--- src/rtl/core/sgr_pkg.sv ---
// ----------------------------------------------------------------------------
// sgr_pkg
// Shared types and constants of the stereo gain ramp: field widths, reset
// values, register indexes and the configuration bundle.
// ----------------------------------------------------------------------------
`default_nettype none

package sgr_pkg;

  // Field widths fixed by the stream format
  localparam int SampleWidth = 16;
  localparam int PctWidth    = 7;
  localparam int StepWidth   = 17;
  localparam int IndexWidth  = 2;

  // Gain format default and percent scale
  localparam int DefGainFracBits = 16;
  localparam int PctScale        = 100;
  localparam int PctMax          = 100;

  // Register reset values
  localparam logic                 EnableReset  = 1'b0;
  localparam logic [PctWidth-1:0]  AmpPctReset  = PctWidth'(30);
  localparam logic [StepWidth-1:0] RampStepReset = StepWidth'(149);

  // Register indexes
  typedef enum logic [IndexWidth-1:0] {
    RegEnable     = 2'd0,
    RegAmpPercent = 2'd1,
    RegRampStep   = 2'd2
  } cfg_reg_e;

  // Configuration bundle handed to the gain ramp
  typedef struct packed {
    logic                 enable;
    logic [PctWidth-1:0]  amp_percent;
    logic [StepWidth-1:0] ramp_step;
  } cfg_t;

endpackage

`default_nettype wire

--- src/rtl/core/stereo_gain_ramp.sv ---
// Path: a request taken enters the input register, passes the multiply and
// then moves into the result register once that register is free.
// Throughput: 1 frame per cycle unless the sink stalls; the two-register
// pipeline advances whenever the result register is empty or being taken.
// Reset: asynchronous, active low; gain returns to silence, registers to
// their defaults (disabled, 30 percent, step 149), pipeline empties.
// ----------------------------------------------------------------------------
// stereo_gain_ramp
// Stereo gain stage with a linear click-suppressing ramp: each frame steps
// the gain toward its target, then scales, rounds and saturates both samples.
// ----------------------------------------------------------------------------
`default_nettype none

module stereo_gain_ramp #(
  parameter int GainFracBits = sgr_pkg::DefGainFracBits
) (
  input  wire                                     clk_i,
  input  wire                                     rst_ni,
  // configuration
  input  wire                                     cfg_we_i,
  input  wire         [sgr_pkg::IndexWidth-1:0]   cfg_index_i,
  input  wire         [sgr_pkg::StepWidth-1:0]    cfg_data_i,
  // input frames
  input  wire                                     in_valid_i,
  output logic                                    in_ready_o,
  input  wire  signed [sgr_pkg::SampleWidth-1:0]  left_in_i,
  input  wire  signed [sgr_pkg::SampleWidth-1:0]  right_in_i,
  input  wire                                     buffer_end_i,
  // output frames
  output logic                                    out_valid_o,
  input  wire                                     out_ready_i,
  output logic signed [sgr_pkg::SampleWidth-1:0]  left_out_o,
  output logic signed [sgr_pkg::SampleWidth-1:0]  right_out_o,
  output logic                                    buffer_end_out_o
);

  localparam int SW = sgr_pkg::SampleWidth;

  sgr_pkg::cfg_t cfg_q;

  logic                 s1_valid_q;
  logic signed [SW-1:0] s1_left_q, s1_right_q;
  logic                 s1_end_q;
  logic                 out_valid_q;
  logic signed [SW-1:0] out_left_q, out_right_q;
  logic                 out_end_q;

  logic                 out_free;
  logic                 in_take;
  logic [GainFracBits:0] gain;
  logic signed [SW-1:0] left_scaled, right_scaled;

  // Write configuration registers; drop writes to unknown indexes
  always_ff @(posedge clk_i or negedge rst_ni) begin
    if (!rst_ni) begin
      cfg_q.enable      <= sgr_pkg::EnableReset;
      cfg_q.amp_percent <= sgr_pkg::AmpPctReset;
      cfg_q.ramp_step   <= sgr_pkg::RampStepReset;
    end else if (cfg_we_i) begin
      case (sgr_pkg::cfg_reg_e'(cfg_index_i))
        sgr_pkg::RegEnable:     cfg_q.enable      <= cfg_data_i[0];
        sgr_pkg::RegAmpPercent: cfg_q.amp_percent <= cfg_data_i[sgr_pkg::PctWidth-1:0];
        sgr_pkg::RegRampStep:   cfg_q.ramp_step   <= cfg_data_i;
        default: ;
      endcase
    end
  end

  // Handshake: each stage advances when the one after it can take
  assign out_free   = !out_valid_q || out_ready_i;
  assign in_ready_o = !s1_valid_q || out_free;
  assign in_take    = in_valid_i && in_ready_o;

  // Advance the gain with every accepted request
  sgr_gain_ramp #(
    .GainFracBits(GainFracBits)
  ) u_gain (
    .clk_i    (clk_i),
    .rst_ni   (rst_ni),
    .advance_i(in_take),
    .cfg_i    (cfg_q),
    .gain_o   (gain)
  );

  // Input register
  always_ff @(posedge clk_i or negedge rst_ni) begin
    if (!rst_ni) begin
      s1_valid_q <= 1'b0;
    end else if (in_ready_o) begin
      s1_valid_q <= in_valid_i;
    end
  end

  always_ff @(posedge clk_i) begin
    if (in_take) begin
      s1_left_q  <= left_in_i;
      s1_right_q <= right_in_i;
      s1_end_q   <= buffer_end_i;
    end
  end

  // Scale both channels by the gain that belongs to the held frame
  sgr_scale #(
    .GainFracBits(GainFracBits)
  ) u_scale_left (
    .sample_i(s1_left_q),
    .gain_i  (gain),
    .scaled_o(left_scaled)
  );

  sgr_scale #(
    .GainFracBits(GainFracBits)
  ) u_scale_right (
    .sample_i(s1_right_q),
    .gain_i  (gain),
    .scaled_o(right_scaled)
  );

  // Result register
  always_ff @(posedge clk_i or negedge rst_ni) begin
    if (!rst_ni) begin
      out_valid_q <= 1'b0;
    end else if (out_free) begin
      out_valid_q <= s1_valid_q;
    end
  end

  always_ff @(posedge clk_i) begin
    if (out_free && s1_valid_q) begin
      out_left_q  <= left_scaled;
      out_right_q <= right_scaled;
      out_end_q   <= s1_end_q;
    end
  end

  assign out_valid_o      = out_valid_q;
  assign left_out_o       = out_left_q;
  assign right_out_o      = out_right_q;
  assign buffer_end_out_o = out_end_q;

endmodule

`default_nettype wire

--- src/rtl/core/sgr_gain_ramp.sv ---
// ----------------------------------------------------------------------------
// sgr_gain_ramp
// Smoothed gain register: on every accepted request the gain moves one ramp
// step toward the target gain and lands on it without overshoot.
// ----------------------------------------------------------------------------
`default_nettype none

module sgr_gain_ramp #(
  parameter int GainFracBits = sgr_pkg::DefGainFracBits
) (
  input  wire                       clk_i,
  input  wire                       rst_ni,
  input  wire                       advance_i,
  input  wire sgr_pkg::cfg_t        cfg_i,
  output logic [GainFracBits:0]     gain_o
);

  localparam int GainWidth = GainFracBits + 1;
  localparam int CmpWidth  = (GainWidth > sgr_pkg::StepWidth) ? GainWidth
                                                               : sgr_pkg::StepWidth;
  localparam int TblDepth  = 2 ** sgr_pkg::PctWidth;

  logic [GainWidth-1:0] target_tbl [TblDepth];
  logic [GainWidth-1:0] target;
  logic [GainWidth-1:0] diff;
  logic                 near;
  logic [GainWidth-1:0] gain_d, gain_q;

  // Build the percent-to-gain table, clamping percent above full scale
  for (genvar i = 0; i < TblDepth; i++) begin : g_tbl
    localparam longint Pct = (i > sgr_pkg::PctMax) ? sgr_pkg::PctMax : i;
    localparam longint Val = (Pct << GainFracBits) / sgr_pkg::PctScale;
    assign target_tbl[i] = GainWidth'(Val);
  end

  // Step toward the target, landing on it when within one step
  always_comb begin
    target = cfg_i.enable ? target_tbl[cfg_i.amp_percent] : '0;
    diff   = (gain_q < target) ? GainWidth'(target - gain_q)
                               : GainWidth'(gain_q - target);
    near   = CmpWidth'(diff) <= CmpWidth'(cfg_i.ramp_step);
    if (near) begin
      gain_d = target;
    end else if (gain_q < target) begin
      gain_d = GainWidth'(CmpWidth'(gain_q) + CmpWidth'(cfg_i.ramp_step));
    end else begin
      gain_d = GainWidth'(CmpWidth'(gain_q) - CmpWidth'(cfg_i.ramp_step));
    end
  end

  // Hold the gain between requests
  always_ff @(posedge clk_i or negedge rst_ni) begin
    if (!rst_ni) begin
      gain_q <= '0;
    end else if (advance_i) begin
      gain_q <= gain_d;
    end
  end

  assign gain_o = gain_q;

endmodule

`default_nettype wire

--- src/rtl/core/sgr_scale.sv ---
// ----------------------------------------------------------------------------
// sgr_scale
// Multiply one signed sample by the unsigned gain, round half away from
// zero and saturate to the sample width.
// ----------------------------------------------------------------------------
`default_nettype none

module sgr_scale #(
  parameter int GainFracBits = sgr_pkg::DefGainFracBits
) (
  input  wire  signed [sgr_pkg::SampleWidth-1:0] sample_i,
  input  wire         [GainFracBits:0]           gain_i,
  output logic signed [sgr_pkg::SampleWidth-1:0] scaled_o
);

  localparam int SW        = sgr_pkg::SampleWidth;
  localparam int MagWidth  = SW + 1;
  localparam int GainWidth = GainFracBits + 1;
  localparam int ProdWidth = MagWidth + GainWidth;
  localparam int RndWidth  = ProdWidth + 1;
  localparam int ResWidth  = RndWidth - GainFracBits;
  localparam logic [RndWidth-1:0] Half    = RndWidth'(1) << (GainFracBits - 1);
  localparam logic [ResWidth-1:0] PosMax  = ResWidth'((1 << (SW - 1)) - 1);
  localparam logic [ResWidth-1:0] NegMax  = ResWidth'(1 << (SW - 1));

  logic                 neg;
  logic [MagWidth-1:0]  mag;
  logic [ProdWidth-1:0] prod;
  logic [RndWidth-1:0]  rnd;
  logic [ResWidth-1:0]  res;
  logic [MagWidth-1:0]  lim;

  // Work on the magnitude so rounding is symmetric about zero
  always_comb begin
    neg  = sample_i[SW-1];
    mag  = neg ? MagWidth'(-{1'b1, sample_i}) : {1'b0, sample_i};
    prod = ProdWidth'(mag) * ProdWidth'(gain_i);
    rnd  = RndWidth'(prod) + Half;
    res  = ResWidth'(rnd >> GainFracBits);
    if (neg) begin
      lim      = (res > NegMax) ? MagWidth'(NegMax) : MagWidth'(res);
      scaled_o = SW'(MagWidth'(0) - lim);
    end else begin
      lim      = (res > PosMax) ? MagWidth'(PosMax) : MagWidth'(res);
      scaled_o = SW'(lim);
    end
  end

endmodule

`default_nettype wire

--- config.mk ---
export PLATFORM = sky130hd
export DESIGN_NAME = stereo_gain_ramp
export DESIGN_NICKNAME = d
export VERILOG_FILES = /design/src/rtl/core/sgr_pkg.sv /design/src/rtl/core/stereo_gain_ramp.sv /design/src/rtl/core/sgr_gain_ramp.sv /design/src/rtl/core/sgr_scale.sv
export SDC_FILE = /design/constraint.sdc
export NUM_CORES = 2
export LEC_CHECK = 0
export ABC_AREA = 1
export BUFFER_PORTS_ARGS = -buffer_cell sky130_fd_sc_hd__clkbuf_2
export CAP_MARGIN = 20
export CELL_PAD_IN_SITES_DETAIL_PLACEMENT = 1
export CELL_PAD_IN_SITES_GLOBAL_PLACEMENT = 2
export CORE_MARGIN = 8
export CORE_UTILIZATION = 30
export CTS_CLUSTER_DIAMETER = 60
export CTS_CLUSTER_SIZE = 30
export DETAILED_ROUTE_END_ITERATION = 7
export PLACE_DENSITY = 0.65
export SLEW_MARGIN = 20
export SYNTH_ARGS = -nofsm -noshare
export SYNTH_HDL_FRONTEND = slang
export SYNTH_SLANG_ARGS = --single-unit
--- constraint.sdc ---
create_clock -name clk_i -period 11.1 [get_ports clk_i]
set_input_delay 0.555 -clock clk_i [delete_from_list [all_inputs] [get_ports clk_i]]
set_output_delay 0.555 -clock clk_i [all_outputs]
set_load 0.005 [all_outputs]
==> summary.md <==
| Metric | Value |
|---|---|
| Finished Core Util | `0.3252` |
| Final hold viol count | `0` |
| CP most frequent cell | `nand2_1` |
| Worst-Margin Slew | `slightly below 1 ns` |
| Mapped cell area | `around 31000 µm²` |
| Ys flop type | `edfxtp_1` |
| DRC viols | `0` |
| Setup CP Type | `flip-flop to flip-flop` |
| Post-route minimum period | `about 9.8 ns` |
| Nets | `between 5000 and 6000` |
| Post-CTS Setup Inserts | `0` |
| CP delay by family, top | `adder cells` |
| First-pass GRT wire length | `~170000 µm` |
| Share of layout cells above drive strength 1 | `0.05086` |
| CP Max Fanout | `28` |
| Slew margin rel. | `0.3582` |
| Synth area leaders | `fa_1 (29%), ha_1 (13%), inv_1 (13%)` |
| Number of global-route vias before repair | `between 20000 and 30000` |
| Routability Congestion | `roughly 0.84` |
| Post-synth EDFFs | `66` |
| Detailed Routing Iterations Pass 1 | `5` |
| Row cnt | `between 100 and 150` |
| CP startpoint kind | `flip-flop` |
| Slowest-stage cell, CP | `edfxtp_1` |
| Setup tns final | `0 ns` |
| Worst path max stage delay | `0.96 ns` |
| Post-DRT Antenna Nets | `0` |
| Clock transition at path regs | `around 0.1 ns` |
| 1st-iter DRT viols | `between 1000 and 1500` |
| Die Ht | `~340 µm` |
| Fin crit share | `0.8822` |
| All-Layer GR Usage | `0.1944` |
| Syn. warnings | `0` |
| I/O Buffers | `91` |
| Wire length per cell | `roughly 19 µm` |
| Hold Crit Class | `input pin to async pin` |
| Syn-to-layout area delta | `7.944%` |
| CP Capture Type | `flip-flop` |
| Gate Count Post-Synth | `roughly 4400` |
| Yosys top cell area share | `0.2917` |
| # H-tree levels | `3` |
| Fmax | `around 100 MHz` |
| Number of diodes | `0` |
| Root Buffer | `clkbuf_16` |
| Area occupied by registers | `slightly above 3000 µm²` |
| Max Transition Viols Final | `0` |
| Area of the core | `approximately 100000 µm²` |
| Post-synthesis sequential area ratio | `0.09948` |
| Synth area leader | `fa_1` |
| Post-synth top cells | `inv_1 (1040), nand2_1 (919), nor2_1 (551), fa_1 (453), ha_1 (324)` |
| Critical path arrival | `approximately 10 ns` |
| Outcome | `complete, no violations` |
| Post-cts repair resize count | `0` |
| Initial antenna violation count | `3` |
| Setup Viol. Count Final | `0` |
| DR vias | `27310` |
| # clock sinks | `110` |
| # Max-Cap Violations | `0` |
| Grt total ovfl | `0` |
| Clk_lat worst skew | `between 0.4 and 0.5 ns` |
| Die area | `between 100000 and 150000 µm²` |
| Num CTS Buffers | `9` |
| CTS Hold Bufs | `0` |
| Asr flop ratio synth | `0.4000` |
| RSZ-0062 raised after global routing | `no` |
| CTS tree | `done` |
| Vias per cell | `between 4 and 5` |
| Detailed placer's ending HPWL | `approximately 90000 µm` |
| Fin Clk Skew | `0.02748 ns` |
| Synth cell types | `between 60 and 70` |
| WL final | `about 110000 µm` |
| Initial core utilization | `0.3013` |
| Most frequent cell after synthesis | `inv_1` |
| Area of the multi-input gates | `~24000 µm²` |
| Pin count of the biggest net entering global routing | `between 50 and 60` |
| Buf/Inv on CP | `14` |
| Clock buffer depth | `2` |
| Fillers | `approximately 13000` |
| Ports | `92` |
| Die X | `approximately 340 µm` |
| Worst path required time | `between 10 and 15 ns` |
| Avg Synthesized Cell Area | `between 7 and 8 µm²` |
| Seq cells post-synth | `110` |
==> per-stage QoR <==
step                      area [µm²]  setup slack (ns)  std cells  hold slack [ns]
after floorplan                31220             3.271       4399           0.2594
after global placement         33250             1.547       5787           0.4018
after detailed placement       33250             1.367       5787           0.4074
after CTS                      33550             1.354       5803           0.2443
after global routing           33560            0.5822       5804           0.2655
final                          33560             1.307       5804           0.2687
==> cell families (layout without fill, tap and decap cells) <==
family                     after synthesis  after routing  share of synthesized area
AOI/OAI and AO/OA                      486            486                    0.08934
xor gates and xnor gates                61             61                    0.01718
adders and majority gates              777            777                     0.4221
buffers and inverters                 1189           1214                     0.1450
DFF                                    110            110                    0.09948
muxes                                    4              4                   0.001288
other                                    2             36                  0.0002415
and+or+nand+nor                       1736           1736                     0.2254
==> area by class of cell <==
cell class,instances,area share
Clock inverter,6,0.002311
Inverter,1057,0.1182
Timing Repair Buffer,141,0.02475
Sequential cell,110,0.09216
Multi-Input combinational cell,3100,0.7043
Clock buffer,10,0.006823
Tap cell,1380,0.05145
==> sequential cells by signal, summed over array words and instances, names as in the netlist <==
name,count
u_gain.gain_o,17
out_valid_o,1
s1_right_q,16
s1_end_q,1
right_out_o,16
buffer_end_out_o,1
cfg_q,25
s1_valid_q,1
s1_left_q,16
left_out_o,16
==> metal layers <==
layer	vias up	GRT usage	wire (µm)
met1	13590	0.2718	52390
met5	-	0	0
met2	378	0.3241	50740
met4	0	0.03773	1924
li1	13260	-	-
met3	81	0.02297	3983
==> placed cells by master, fill, tap and decap left out, drive strengths merged, types with 12 or more instances in the layout <==
cell type  Yosys  final
inv         1047   1049
nand2        934    934
nor2         559    559
fa           453    453
ha           324    324
o21ai        206    206
a21oi        174    174
nand3        151    151
clkbuf       115    101
edfxtp        66     66
buf           17     50
xor2          49     49
conb           2     36
dfrtp         36     36
nor3          33     33
nand4         24     24
o21bai        23     23
or2           13     13
xnor2         12     12
o211ai        12     12
clkinv        10     12
==> path summary, 6_finish.rpt <==
kind	start	to	slack, ns	depth (start not counted)
worst max-delay path	s1_right_q[0]	right_out_o[8]	1.31	51
worst min-delay path	rst_ni	cfg_q[22]	0.27	2
worst max register to register	s1_right_q[0]	right_out_o[8]	1.31	51
worst min register to register	s1_end_q	buffer_end_out_o	0.42	0
max in group asynchronous	rst_ni	u_gain.gain_o[15]	10.36	2
min in group clk_i	right_in_i[1]	s1_right_q[1]	0.29	1
Power is not shown: default switching activity piles up to over one toggle a cycle in this logic, so the estimate is an artifact.
